$ cat src/rtl/dcc_edge_interval_packet_decoder_core_macros.svh
// ----------------------------------------------------------------------------
// DCC decoder assertion macros
// Shared assertion wrappers, clocked on clk; DCCPD_ASSERT is qualified by rst_n.
// ----------------------------------------------------------------------------
`ifndef DCC_EDGE_INTERVAL_PACKET_DECODER_CORE_MACROS_SVH
`define DCC_EDGE_INTERVAL_PACKET_DECODER_CORE_MACROS_SVH

// Property checked only outside of reset.
`define DCCPD_ASSERT(lbl, prop, msg) \
  lbl: assert property (@(posedge clk) disable iff (!rst_n) prop) else $error(msg);

// Property checked on every edge, reset included.
`define DCCPD_ASSERT_ALWAYS(lbl, prop, msg) \
  lbl: assert property (@(posedge clk) prop) else $error(msg);

`endif

$ cat src/rtl/dccpd_pkg.sv
// ----------------------------------------------------------------------------
// DCC decoder package
// Widths, codes, register defaults and shared structs of the decoder.
// ----------------------------------------------------------------------------
`timescale 1ns / 1ps
`default_nettype none

package dccpd_pkg;

  localparam int TimeBits    = 16;
  localparam int CfgIdxBits  = 3;
  localparam int CfgDataBits = 16;
  localparam int PktBits     = 32;
  localparam int CntBits     = 6;

  typedef enum logic [2:0] {
    EV_GLITCH     = 3'd0,
    EV_ONE        = 3'd1,
    EV_WRONG_EDGE = 3'd2,
    EV_ZERO       = 3'd3,
    EV_LONG_GAP   = 3'd4
  } dcc_event_t;

  typedef enum logic [CfgIdxBits-1:0] {
    REG_ONE_MIN      = 3'd0,
    REG_ONE_MAX      = 3'd1,
    REG_ZERO_MIN     = 3'd2,
    REG_ZERO_MAX     = 3'd3,
    REG_PREAMBLE_MIN = 3'd4,
    REG_OWN_ADDRESS  = 3'd5
  } cfg_reg_t;

  localparam logic [TimeBits-1:0] OneMinRst      = 16'd104;
  localparam logic [TimeBits-1:0] OneMaxRst      = 16'd132;
  localparam logic [TimeBits-1:0] ZeroMinRst     = 16'd180;
  localparam logic [TimeBits-1:0] ZeroMaxRst     = 16'd400;
  localparam logic [7:0]          PreambleMinRst = 8'd14;
  localparam logic [7:0]          OwnAddressRst  = 8'd5;

  typedef struct packed {
    logic [TimeBits-1:0] one_min;
    logic [TimeBits-1:0] one_max;
    logic [TimeBits-1:0] zero_min;
    logic [TimeBits-1:0] zero_max;
    logic [7:0]          preamble_min;
    logic [7:0]          own_address;
  } cfg_t;

  typedef struct packed {
    dcc_event_t  event_res;
    logic        packet_done;
    logic        checksum_ok;
    logic        for_this_device;
    logic [7:0]  address;
    logic [7:0]  data;
    logic [7:0]  checksum;
  } result_t;

endpackage

`default_nettype wire

$ cat src/rtl/dccpd_ifs.sv
// ----------------------------------------------------------------------------
// DCC decoder channel interfaces
// Valid/ready channels for edge words, result words and register writes.
// ----------------------------------------------------------------------------
`timescale 1ns / 1ps
`default_nettype none

interface dccpd_in_if import dccpd_pkg::*; ();
  logic                valid;
  logic                ready;
  logic [TimeBits-1:0] edge_time;

  modport source (output valid, output edge_time, input ready);
  modport sink   (input valid, input edge_time, output ready);
endinterface

interface dccpd_out_if import dccpd_pkg::*; ();
  logic       valid;
  logic       ready;
  logic [2:0] event_res;
  logic       packet_done;
  logic       checksum_ok;
  logic       for_this_device;
  logic [7:0] address;
  logic [7:0] data;
  logic [7:0] checksum;

  modport source (output valid, output event_res, output packet_done, output checksum_ok,
                  output for_this_device, output address, output data, output checksum,
                  input ready);
  modport sink   (input valid, input event_res, input packet_done, input checksum_ok,
                  input for_this_device, input address, input data, input checksum,
                  output ready);
endinterface

interface dccpd_cfg_if import dccpd_pkg::*; ();
  logic                   valid;
  logic                   ready;
  logic [CfgIdxBits-1:0]  index;
  logic [CfgDataBits-1:0] data;

  modport source (output valid, output index, output data, input ready);
  modport sink   (input valid, input index, input data, output ready);
endinterface

`default_nettype wire

$ cat src/rtl/dcc_edge_interval_packet_decoder_core.sv
// ----------------------------------------------------------------------------
// DCC edge-interval packet decoder
// Takes one timer word per track edge and returns one result word per edge.
// Each edge word lands in an input register, is classified and framed
// combinationally, and its result sits in an output register until taken. One
// edge word can be accepted every clock cycle while results are taken; a result
// word passes through the input register and then the output register before it
// is valid, and a stalled result holds back at most one further word.
// Register writes take effect in the cycle after the write and should be made
// while no edge word is in flight.
// ----------------------------------------------------------------------------
`timescale 1ns / 1ps
`default_nettype none

module dcc_edge_interval_packet_decoder_core import dccpd_pkg::*; (
  input  wire logic   clk,
  input  wire logic   rst_n,
  dccpd_in_if.sink    in_ch,
  dccpd_out_if.source out_ch,
  dccpd_cfg_if.sink   cfg_ch
);

  logic                in_vld_r;
  logic [TimeBits-1:0] in_time_r;
  logic                step;
  logic                res_valid;
  result_t             res;
  cfg_t                cfg;
  dcc_event_t          ev;

  assign step         = in_vld_r && (!res_valid || out_ch.ready);
  assign in_ch.ready  = !in_vld_r || step;
  assign cfg_ch.ready = 1'b1;

  always_ff @(posedge clk) begin
    if (!rst_n) begin
      in_vld_r <= 1'b0;
    end else if (in_ch.ready) begin
      in_vld_r <= in_ch.valid;
    end
  end

  always_ff @(posedge clk) begin
    if (in_ch.valid && in_ch.ready) begin
      in_time_r <= in_ch.edge_time;
    end
  end

  dccpd_cfg_regs u_cfg_regs (
    .clk      (clk),
    .rst_n    (rst_n),
    .wr_en    (cfg_ch.valid),
    .wr_index (cfg_ch.index),
    .wr_data  (cfg_ch.data),
    .cfg      (cfg)
  );

  dccpd_classify u_classify (
    .clk       (clk),
    .rst_n     (rst_n),
    .step      (step),
    .edge_time (in_time_r),
    .cfg       (cfg),
    .ev        (ev)
  );

  dccpd_frame u_frame (
    .clk       (clk),
    .rst_n     (rst_n),
    .step      (step),
    .ev        (ev),
    .cfg       (cfg),
    .res_ready (out_ch.ready),
    .res_valid (res_valid),
    .res       (res)
  );

  assign out_ch.valid           = res_valid;
  assign out_ch.event_res       = res.event_res;
  assign out_ch.packet_done     = res.packet_done;
  assign out_ch.checksum_ok     = res.checksum_ok;
  assign out_ch.for_this_device = res.for_this_device;
  assign out_ch.address         = res.address;
  assign out_ch.data            = res.data;
  assign out_ch.checksum        = res.checksum;

endmodule

`default_nettype wire

$ cat src/rtl/dccpd_cfg_regs.sv
// ----------------------------------------------------------------------------
// DCC decoder register file
// Holds the interval windows, preamble length and own address.
// ----------------------------------------------------------------------------
`timescale 1ns / 1ps
`default_nettype none

module dccpd_cfg_regs import dccpd_pkg::*; (
  input  wire logic                   clk,
  input  wire logic                   rst_n,
  input  wire logic                   wr_en,
  input  wire logic [CfgIdxBits-1:0]  wr_index,
  input  wire logic [CfgDataBits-1:0] wr_data,
  output      cfg_t                   cfg
);

  cfg_t cfg_r;
  cfg_t cfg_nxt;

  always_comb begin
    cfg_nxt = cfg_r;
    if (wr_en) begin
      case (cfg_reg_t'(wr_index))
        REG_ONE_MIN:      cfg_nxt.one_min      = wr_data[TimeBits-1:0];
        REG_ONE_MAX:      cfg_nxt.one_max      = wr_data[TimeBits-1:0];
        REG_ZERO_MIN:     cfg_nxt.zero_min     = wr_data[TimeBits-1:0];
        REG_ZERO_MAX:     cfg_nxt.zero_max     = wr_data[TimeBits-1:0];
        REG_PREAMBLE_MIN: cfg_nxt.preamble_min = wr_data[7:0];
        REG_OWN_ADDRESS:  cfg_nxt.own_address  = wr_data[7:0];
        default:          cfg_nxt              = cfg_r;
      endcase
    end
  end

  always_ff @(posedge clk) begin
    if (!rst_n) begin
      cfg_r.one_min      <= OneMinRst;
      cfg_r.one_max      <= OneMaxRst;
      cfg_r.zero_min     <= ZeroMinRst;
      cfg_r.zero_max     <= ZeroMaxRst;
      cfg_r.preamble_min <= PreambleMinRst;
      cfg_r.own_address  <= OwnAddressRst;
    end else begin
      cfg_r <= cfg_nxt;
    end
  end

  assign cfg = cfg_r;

endmodule

`default_nettype wire

$ cat src/rtl/dccpd_classify.sv
// ----------------------------------------------------------------------------
// DCC decoder interval classifier
// Forms the wrapped edge interval and sorts it into one of five events.
// ----------------------------------------------------------------------------
`timescale 1ns / 1ps
`default_nettype none

module dccpd_classify import dccpd_pkg::*; (
  input  wire logic                clk,
  input  wire logic                rst_n,
  input  wire logic                step,
  input  wire logic [TimeBits-1:0] edge_time,
  input  wire cfg_t                cfg,
  output      dcc_event_t          ev
);

  logic [TimeBits-1:0] prev_time_r;
  logic [TimeBits-1:0] gap;

  assign gap = edge_time - prev_time_r;

  always_comb begin
    if (gap < cfg.one_min) begin
      ev = EV_GLITCH;
    end else if (gap < cfg.one_max) begin
      ev = EV_ONE;
    end else if (gap < cfg.zero_min) begin
      ev = EV_WRONG_EDGE;
    end else if (gap < cfg.zero_max) begin
      ev = EV_ZERO;
    end else begin
      ev = EV_LONG_GAP;
    end
  end

  always_ff @(posedge clk) begin
    if (!rst_n) begin
      prev_time_r <= '0;
    end else if (step) begin
      prev_time_r <= edge_time;
    end
  end

endmodule

`default_nettype wire

$ cat src/rtl/dccpd_frame.sv
// ----------------------------------------------------------------------------
// DCC decoder packet framer
// Tracks the preamble, collects packet bits and registers the result word.
// ----------------------------------------------------------------------------
`timescale 1ns / 1ps
`default_nettype none

`include "dcc_edge_interval_packet_decoder_core_macros.svh"

module dccpd_frame import dccpd_pkg::*; (
  input  wire logic       clk,
  input  wire logic       rst_n,
  input  wire logic       step,
  input  wire dcc_event_t ev,
  input  wire cfg_t       cfg,
  input  wire logic       res_ready,
  output      logic       res_valid,
  output      result_t    res
);

  logic [7:0]         pre_r,    pre_nxt;
  logic               in_pkt_r, in_pkt_nxt;
  logic [CntBits-1:0] cnt_r,    cnt_nxt;
  logic [PktBits-1:0] shift_r,  shift_nxt;
  logic               out_vld_r;
  result_t            res_r,    res_nxt;
  logic               have_bit;
  logic               bit_val;

  always_comb begin
    pre_nxt    = pre_r;
    in_pkt_nxt = in_pkt_r;
    cnt_nxt    = cnt_r;
    shift_nxt  = shift_r;
    have_bit   = 1'b0;
    bit_val    = 1'b0;
    res_nxt    = '0;
    res_nxt.event_res = ev;

    case (ev)
      EV_ONE: begin
        if (pre_r != 8'hFF) begin
          pre_nxt = pre_r + 8'd1;
        end
        have_bit = 1'b1;
        bit_val  = 1'b1;
      end
      EV_ZERO: begin
        if (pre_r >= cfg.preamble_min) begin
          in_pkt_nxt = 1'b1;
          cnt_nxt    = '0;
          shift_nxt  = '0;
        end
        pre_nxt  = '0;
        have_bit = 1'b1;
      end
      default: begin
        pre_nxt    = '0;
        in_pkt_nxt = 1'b0;
        cnt_nxt    = '0;
      end
    endcase

    if (have_bit && in_pkt_nxt) begin
      shift_nxt = {shift_nxt[PktBits-2:0], bit_val};
      cnt_nxt   = cnt_nxt + CntBits'(1);
      if (cnt_nxt == CntBits'(PktBits)) begin
        res_nxt.packet_done     = 1'b1;
        res_nxt.address         = shift_nxt[30:23];
        res_nxt.data            = shift_nxt[21:14];
        res_nxt.checksum        = shift_nxt[12:5];
        res_nxt.checksum_ok     = ((shift_nxt[30:23] ^ shift_nxt[21:14]) == shift_nxt[12:5]);
        res_nxt.for_this_device = res_nxt.checksum_ok &&
                                  (shift_nxt[30:23] == cfg.own_address);
        in_pkt_nxt = 1'b0;
        cnt_nxt    = '0;
      end
    end
  end

  always_ff @(posedge clk) begin
    if (!rst_n) begin
      pre_r     <= '0;
      in_pkt_r  <= 1'b0;
      cnt_r     <= '0;
      shift_r   <= '0;
      out_vld_r <= 1'b0;
    end else begin
      if (step) begin
        pre_r    <= pre_nxt;
        in_pkt_r <= in_pkt_nxt;
        cnt_r    <= cnt_nxt;
        shift_r  <= shift_nxt;
      end
      if (step) begin
        out_vld_r <= 1'b1;
      end else if (res_ready) begin
        out_vld_r <= 1'b0;
      end
    end
  end

  always_ff @(posedge clk) begin
    if (step) begin
      res_r <= res_nxt;
    end
  end

  assign res_valid = out_vld_r;
  assign res       = res_r;

  `DCCPD_ASSERT(a_cnt_range, cnt_r < CntBits'(PktBits), "bit count reached packet length")
  `DCCPD_ASSERT(a_idle_cnt_zero, !in_pkt_r |-> cnt_r == '0, "bit count nonzero outside a packet")
  `DCCPD_ASSERT(a_done_closes, step && res_nxt.packet_done |=> !in_pkt_r && cnt_r == '0,
                "packet still open after its last bit")

endmodule

`default_nettype wire
$ cat src/flat_wrapper.sv
// flat-port wrapper written by rule: the top's interface ports become plain ports
module dcc_edge_interval_packet_decoder_core_flat import dccpd_pkg::*;
  (clk, rst_n, in_ch_valid, in_ch_edge_time, in_ch_ready, out_ch_valid, out_ch_event_res, out_ch_packet_done, out_ch_checksum_ok, out_ch_for_this_device, out_ch_address, out_ch_data, out_ch_checksum, out_ch_ready, cfg_ch_valid, cfg_ch_index, cfg_ch_data, cfg_ch_ready);
  dccpd_in_if in_ch_i ();
  dccpd_out_if out_ch_i ();
  dccpd_cfg_if cfg_ch_i ();
  input  wire logic clk;
  input  wire logic rst_n;
  input wire logic [$bits(in_ch_i.valid)-1:0] in_ch_valid;
  input wire logic [$bits(in_ch_i.edge_time)-1:0] in_ch_edge_time;
  output wire logic [$bits(in_ch_i.ready)-1:0] in_ch_ready;
  output wire logic [$bits(out_ch_i.valid)-1:0] out_ch_valid;
  output wire logic [$bits(out_ch_i.event_res)-1:0] out_ch_event_res;
  output wire logic [$bits(out_ch_i.packet_done)-1:0] out_ch_packet_done;
  output wire logic [$bits(out_ch_i.checksum_ok)-1:0] out_ch_checksum_ok;
  output wire logic [$bits(out_ch_i.for_this_device)-1:0] out_ch_for_this_device;
  output wire logic [$bits(out_ch_i.address)-1:0] out_ch_address;
  output wire logic [$bits(out_ch_i.data)-1:0] out_ch_data;
  output wire logic [$bits(out_ch_i.checksum)-1:0] out_ch_checksum;
  input wire logic [$bits(out_ch_i.ready)-1:0] out_ch_ready;
  input wire logic [$bits(cfg_ch_i.valid)-1:0] cfg_ch_valid;
  input wire logic [$bits(cfg_ch_i.index)-1:0] cfg_ch_index;
  input wire logic [$bits(cfg_ch_i.data)-1:0] cfg_ch_data;
  output wire logic [$bits(cfg_ch_i.ready)-1:0] cfg_ch_ready;
  assign in_ch_i.valid = in_ch_valid;
  assign in_ch_i.edge_time = in_ch_edge_time;
  assign in_ch_ready = in_ch_i.ready;
  assign out_ch_valid = out_ch_i.valid;
  assign out_ch_event_res = out_ch_i.event_res;
  assign out_ch_packet_done = out_ch_i.packet_done;
  assign out_ch_checksum_ok = out_ch_i.checksum_ok;
  assign out_ch_for_this_device = out_ch_i.for_this_device;
  assign out_ch_address = out_ch_i.address;
  assign out_ch_data = out_ch_i.data;
  assign out_ch_checksum = out_ch_i.checksum;
  assign out_ch_i.ready = out_ch_ready;
  assign cfg_ch_i.valid = cfg_ch_valid;
  assign cfg_ch_i.index = cfg_ch_index;
  assign cfg_ch_i.data = cfg_ch_data;
  assign cfg_ch_ready = cfg_ch_i.ready;
  dcc_edge_interval_packet_decoder_core u_core (.clk(clk), .rst_n(rst_n), .in_ch(in_ch_i), .out_ch(out_ch_i), .cfg_ch(cfg_ch_i));
endmodule
$ cat config.mk
export PLATFORM = sky130hd
export DESIGN_NAME = dcc_edge_interval_packet_decoder_core_flat
export DESIGN_NICKNAME = d
export VERILOG_FILES = /design/src/rtl/dccpd_pkg.sv /design/src/rtl/dccpd_ifs.sv /design/src/rtl/dcc_edge_interval_packet_decoder_core.sv /design/src/rtl/dccpd_cfg_regs.sv /design/src/rtl/dccpd_classify.sv /design/src/rtl/dccpd_frame.sv /design/src/flat_wrapper.sv
export VERILOG_INCLUDE_DIRS = /design/src /design/src/rtl
export SDC_FILE = /design/constraint.sdc
export NUM_CORES = 1
export LEC_CHECK = 0
export BUFFER_PORTS_ARGS = -buffer_cell sky130_fd_sc_hd__buf_2
export CAP_MARGIN = 20
export CORE_ASPECT_RATIO = 1.75
export CORE_UTILIZATION = 50
export DETAILED_ROUTE_END_ITERATION = 12
export HOLD_SLACK_MARGIN = 0.06
export PLACE_DENSITY = 0.68
export REMOVE_ABC_BUFFERS = 1
export SKIP_LAST_GASP = 1
export SYNTH_ARGS = -nofsm -noshare
export SYNTH_HDL_FRONTEND = slang
export SYNTH_HIERARCHICAL = 1
export SYNTH_SLANG_ARGS = --single-unit
$ cat constraint.sdc
create_clock -name clk -period 14.75 [get_ports clk]
set_clock_uncertainty 0.15 [all_clocks]
set_input_delay 2.95 -clock clk [delete_from_list [all_inputs] [get_ports clk]]
set_output_delay 2.95 -clock clk [all_outputs]
set_load 0.02 [all_outputs]
Yosys cells after proc, flatten, opt, wreduce, memory -nomap -nowiden --
Cells that the tools add are included.
Storage, ports and cells: register bits 190, input port bits 40, word-level logic and storage cells 83
Operators by class: add/sub/neg operators 3, $lt $le $gt $ge 5, eq/ne operators 12, muxes and demuxes 22, bitwise logic cells 1, reductions and logical operators 19
Operator list (number):
- 2-to-1 mux 31 bit | 3
- less-than comparator 16 bit | 4
- 2-to-1 mux 27 bit | 1
- 2-to-1 mux 6 bit | 3
- == test 8 bit | 2
- 2-to-1 mux 8 bit | 2
- AND reduction 2 bit | 8
- subtractor 16 bit | 1
- 2-to-1 mux 3 bit | 4
- one-hot mux 6 bit (2 select lines) | 1
- == test 3 x 2 -> 1 bit, second input constant | 3
- adder 8 x 1 -> 8 bit, second input constant | 1
- greater-or-equal comparator 8 bit | 1
- inequality test 8 bit, second input constant | 1
- bitwise XOR 8 bit | 1
- 2-to-1 mux 1 bit | 7
- adder 6 x 1 -> 6 bit, second input constant | 1
- == test 3 x 1 -> 1 bit, second input constant | 2
- == test 3 bit, second input constant | 2
- == test 6 bit, second input constant | 1
- logical AND 1 bit | 4
- zero test 3 bit | 1
- zero test 1 bit | 2
- logical OR 1 bit | 2
- other kinds (4) | 4

Depth between registers and ports, before layout --
depth after elaboration 12, gate-level depth with buffers 26, gate-level depth less buffers 26

Hierarchy --
Netlist, hierarchy kept.
By module, submodules not included:
- dccpd_frame | times used 1, cells an instance 348, area each 3559.7 um^2, sequential area each 1821.7 um^2
- dccpd_cfg_regs | times used 1, cells an instance 294, area each 3049.2 um^2, sequential area each 1601.5 um^2
- dccpd_classify | times used 1, cells an instance 384, area each 2911.5 um^2, sequential area each 320.3 um^2
- dcc_edge_interval_packet_decoder_core | times used 1, cells an instance 25, area each 566.8 um^2, sequential area each 500.5 um^2

Worst setup path before layout --
OpenSTA, ideal clock, no wires.
path type in2reg, start point in out_ch_ready, end point reg u_core.u_classify.prev_time_r[0], arrival 6523 ps, data required time 14483 ps, setup slack 7960 ps, cell stages on the path 6, path buffers 2, cell sequence inv_1 -> a21boi_0 -> clkbuf_1 -> clkbuf_1 -> mux2i_1 -> nor2b_1
Between the ends: cells in the longest elaborated chain, start to end 2
Ends and longest elaborated chain:
- start, declared | line flat_wrapper.sv:20 | input wire logic [$bits(out_ch_i.ready)-1:0] out_ch_ready;
- logical OR 1 bit | line dcc_edge_interval_packet_decoder_core.sv:31 | assign step = in_vld_r && (!res_valid || out_ch.ready);
- logical AND 1 bit | line dcc_edge_interval_packet_decoder_core.sv:31
- via u_core.step | line dcc_edge_interval_packet_decoder_core.sv:25 | logic step;
- end signal, assigned | line dccpd_classify.sv:40 | prev_time_r <= edge_time;
- end, declared | line dccpd_classify.sv:17 | logic [TimeBits-1:0] prev_time_r;
The timed path passes the listed nets, and every way through them passes these cells. A chain may end at the register's enable or synchronous reset.

Worst setup path in the final report --
start point reg u_core.in_time_r[0], end point reg u_core.u_frame.res_r (netlist bit u_core/u_frame/res[24]), data pin
Between the ends: cells in the longest elaborated chain, start to end 11, elaborated cells on any way between the ends 24, those cells by class add/sub: 2; order compare: 4; eq/ne: 5; mux: 8; bitwise: 1; reduce/logical: 4
Ends and longest elaborated chain:
- start, declared | line dcc_edge_interval_packet_decoder_core.sv:24 | logic [TimeBits-1:0] in_time_r;
- start signal, assigned | line dcc_edge_interval_packet_decoder_core.sv:45 | in_time_r <= in_ch.edge_time;
- subtractor 16 bit (*) | line dccpd_classify.sv:20 | assign gap = edge_time - prev_time_r;
- less-than comparator 16 bit | line dccpd_classify.sv:29 | end else if (gap < cfg.zero_max) begin
- 2-to-1 mux 3 bit | line dccpd_classify.sv:29
- 2-to-1 mux 3 bit | line dccpd_classify.sv:27 | end else if (gap < cfg.zero_min) begin
- 2-to-1 mux 3 bit | line dccpd_classify.sv:25 | end else if (gap < cfg.one_max) begin
- 2-to-1 mux 3 bit (*) | line dccpd_classify.sv:23 | if (gap < cfg.one_min) begin
- via u_core.ev[0] | line dcc_edge_interval_packet_decoder_core.sv:29 | dcc_event_t ev;
- == test 3 x 2 -> 1 bit or == test 3 x 1 -> 1 bit (tied branches) | line dccpd_frame.sv:40 | case (ev)
- one-hot mux 6 bit (2 select lines), or another cell as far along | line dccpd_frame.sv:40
- adder 6 x 1 -> 6 bit, or another cell as far along | line dccpd_frame.sv:66 | cnt_nxt = cnt_nxt + CntBits'(1);
- == test 6 bit, or another cell as far along | line dccpd_frame.sv:67 | if (cnt_nxt == CntBits'(PktBits)) begin
- AND reduction 2 bit (no line) or logical AND 1 bit (tied branches)
- end signal, assigned | line dccpd_frame.sv:105 | res_r <= res_nxt;
- end, declared | line dccpd_frame.sv:26 | result_t res_r, res_nxt;
Mark *: on every way through the listed nets, which the timed path passes. The rest lies on a longest branch.

==> metrics.cfg <==
[grt]
grt_antenna_before_repair=0
first_pass_grt_wire_length_um=35400
globalRoute.totalOverflow=0
grt_util_all_layers_pct=22.2
grt_pass1_vias=7358
largest_net_degree_at_the_start_of_global_routing=77

[clock_tree]
postCtsHoldBufs=0
h_tree_levels=4
clkSinkCount=189
cts_tree=built
cts.reportedPaths.clkPinSlew_ns=0.07
postCtsSetupBuffers=0
cts.path.max_buffers=2
cts_made_buffers=17
cts-resized-gates=0
cts_root_buf=sky130_fd_sc_hd__clkbuf_16
insertion_delay_ns=0.44

[timing]
slew-limit-headroom_pct=29.1
worst_pin_slew_ns=1.06
rsz0062_at_grt=no
report.final.slew_viol_count=0
fin_crit_sh_pct=44.0
timing.final.setup_violations=0
timing_hold_violations_final=0
clock.fmax_ghz=0.154
timing.setup.tns_ns=0
min_period_ns=6.49

[pwr]
leakagePower_nw=4.63
vdd_ir_drop_max_v=0.0000689
power-per-cell-area_nw_per_um2=109

[route]
route.antenna.remaining_nets=0
drt_pre_antenna_iters=5
drt-initial-drc-count=300
routed-via-count=7423
detail_route.drc_violations=0
vias_per_cell=5.45
wirelength_um=21700
detail_route.wl_per_cell_um=16.0

[logic_synthesis]
yosys.cell_types.count=76
seq_area_frac_synth_pct=42.1
ys_ff_latch=189
yosys.area_share.adder_pct=10.7
yosys_warnings=6
syn_area_per_cell_sq_um=9.60
simple_gate_share_of_the_synthesized_area_pct=17.4
largest_family_of_logic_cells_by_synthesized_area=simple AND/OR/NAND/NOR gates
syn-instance-count=1051
most_instantiated_library_cell_after_synthesis=sky130_fd_sc_hd__dfxtp_1
synth_mux_area_share_pct=9.74
synth_xor_area_share_pct=2.95
netlist_area_sq_um=10100
synth_enable_flop_cells=46
synth-compound-area-share_pct=11.4
synth_top_area_cell=sky130_fd_sc_hd__dfxtp_1
synth-async-reset-ratio_pct=0
postSynth.topFlopCell=sky130_fd_sc_hd__dfxtp_1
yosys-top-cells-count=sky130_fd_sc_hd__dfxtp_1, sky130_fd_sc_hd__nand2_1, sky130_fd_sc_hd__mux2i_1
synth_top_cell_area_share_pct=28.4
top_cells_by_area_synth=sky130_fd_sc_hd__dfxtp_1, sky130_fd_sc_hd__edfxtp_1, sky130_fd_sc_hd__ha_1, sky130_fd_sc_hd__mux2i_1, sky130_fd_sc_hd__nand2_1

[worst_setup_path]
critPathLaunchType=flip-flop
cpMostUsedCell=sky130_fd_sc_hd__ha_1
crit_path_from=u_core/in_time_r[0]
worst_ep_arrival_time_ns=6.64
endpoint_kind=flip-flop
critical_path.slowest_cell=sky130_fd_sc_hd__nor4_4
timing.critical_path.required_ns=14.90
crit_path_cell_trace=inv_1 -> ha_1 -> fa_1 -> nor2b_1 -> o31ai_1 -> a211oi_1 -> or3_1 -> a21oi_1 -> xnor2_1 -> ha_1 -> a21o_1 -> a21o_1 -> a221o_1 -> a21oi_1 -> nand2_1 -> a21boi_0 -> nand2b_1 -> nor2_1 -> and2_1 -> ha_1 -> nand2_1 -> nor4_4 -> and3_1 -> and4_1
crit_fanout=26
setup.worst_path.class=reg -> reg
timing.rr.start=u_core/in_time_r[0]
max_stage_delay_ns=0.84

[final_layout]
diode_count=0
non_filler_cell_area_final_sq_um=11200
num-nets-final=1230
fin_util_pct=56.8
area_taken_by_flip_flops_and_latches_sq_um=4240
fraction_of_layout_cells_with_a_size_suffix_above_1_pct=11.5
area_delta_synth_final_pct=11.1
n_fill_cell=1808
multi_input_area_sq_um=5290

[outcome]
run_status=completed

[floorplanning]
std_cell_rows=68
floorplan.die_area_sq_um=20800
initial_utilization_pct=51.1
die_w_um=109
core_area_sq_um=19700
die-height_um=190
io_pins=73

[placement]
globalplace.congestion=0.815
place.port_buffers=71
dp_hpwl_um=16000
placedInstanceArea_sq_um=10600

[flow_run]
max_cap_violation_count=0

[worst_hold_path]
hp-start=u_core/u_cfg_regs/cfg[44]
min_path_type=reg -> reg

final cells by class:
| cell class | instances | share of cell area [%] |
|---|---|---|
| Clock buffer | 17 | 3.80 |
| Tap cell | 245 | 2.74 |
| Multi-Input combinational cell | 722 | 47.2 |
| Timing Repair Buffer | 80 | 3.91 |
| Sequential cell | 189 | 37.9 |
| Clock inverter | 15 | 1.36 |
| Inverter | 94 | 3.15 |
sequential cells by signal, indices dropped and copies added (netlist names):
| signal | count |
|---|---|
| u_core/u_cfg_regs/cfg | 80 |
| u_core/u_frame/res | 30 |
| u_core/u_frame/shift_r | 30 |
| u_core/in_time_r | 16 |
| u_core/u_classify/prev_time_r | 16 |
| u_core/u_frame/pre_r | 8 |
| u_core/u_frame/cnt_r | 6 |
| u_core/in_vld_r | 1 |
| u_core/u_frame/in_pkt_r | 1 |
| u_core/u_frame/res_valid | 1 |
routing by layer:
layer | wire length, um | up-vias | global-route usage (%) | part of all wire [%]
li1 | - | 3758 | - | -
met1 | 8020 | 3495 | 22.0 | 37
met2 | 12300 | 126 | 42.5 | 57
met3 | 526 | 44 | 3.36 | 2.4
met4 | 890 | 0 | 12.1 | 4.1
met5 | 0 | - | 0 | 0
report_power, final:
part / internal, mW / switching [mW] / total (mW)
registers: 0.546 / 0.00700 / 0.553
logic: 0.0834 / 0.134 / 0.218
clock network: 0.226 / 0.223 / 0.450
total: 0.855 / 0.365 / 1.22
layout by cell type, fill, tap and decap left out, types with 5 or more instances in the layout:
master                      Yosys  layout
sky130_fd_sc_hd__nor3_1        10      10
sky130_fd_sc_hd__and3_1         5       5
sky130_fd_sc_hd__dfxtp_1      143     143
sky130_fd_sc_hd__nand2_1      117     117
sky130_fd_sc_hd__xor2_1         9       9
sky130_fd_sc_hd__buf_2         13      70
sky130_fd_sc_hd__nand3_1       16      16
sky130_fd_sc_hd__buf_4          1       9
sky130_fd_sc_hd__nor2b_1       47      47
sky130_fd_sc_hd__and2_1        26      26
sky130_fd_sc_hd__o21ai_0       23      23
sky130_fd_sc_hd__nor4_1         6       6
sky130_fd_sc_hd__a22oi_1       30      30
sky130_fd_sc_hd__clkbuf_16      0      17
sky130_fd_sc_hd__a21oi_1       36      36
sky130_fd_sc_hd__inv_8          0       5
sky130_fd_sc_hd__nand2b_1       8       8
sky130_fd_sc_hd__inv_1         93      93
sky130_fd_sc_hd__o21a_1        11      11
sky130_fd_sc_hd__edfxtp_1      46      46
sky130_fd_sc_hd__nor2_1        65      65
sky130_fd_sc_hd__a21o_1         7       7
sky130_fd_sc_hd__a31oi_1        7       7
sky130_fd_sc_hd__mux2i_1       97      97
sky130_fd_sc_hd__ha_1          85      85
sky130_fd_sc_hd__or3_1          9       9
sky130_fd_sc_hd__nor4bb_1       5       5
sky130_fd_sc_hd__xnor2_1       25      25
sky130_fd_sc_hd__nand4_1       11      11
sky130_fd_sc_hd__o31ai_1        5       5
logic make-up after synthesis:
group	Yosys count
compound gates	161
xor+xnor	34
fa+ha+maj	86
buf+inv	140
flops	189
mux	98
other cells	1
simple gates	342
worst max-delay path: cells and delay by family (launching register included):
family	cells	cell delay, ns
adder cells (fa/ha/maj)	4	0.87
XOR/XNOR	1	0.20
flip-flops	1	0.39
AND/OR/NAND/NOR	10	2.61
buffers and inverters	1	0.08
AO/OA/AOI/OAI	8	2.05
per-stage QoR:
stage | instances | power (mW) | setup WS (ns) | hold slack (ns)
floorplan | 1005 | 0.715 | 4.15 | 0.282
global placement | 1329 | 0.775 | 8.27 | 0.293
detailed placement | 1329 | 0.780 | 8.24 | 0.297
CTS | 1361 | 1.23 | 8.21 | 0.310
global route | 1362 | 1.28 | 7.74 | 0.323
finish | 1362 | 1.22 | 8.26 | 0.308
worst paths after layout:
kind	end	slack (ns)	cells past startpoint
setup / recovery	u_core/u_frame/res[24]	8.26	24
hold / removal	u_core/u_cfg_regs/cfg[44]	0.31	2
setup reg to reg	u_core/u_frame/res[24]	8.26	24
hold reg to reg	u_core/u_cfg_regs/cfg[44]	0.31	2
(Power assumes the default switching activity.)
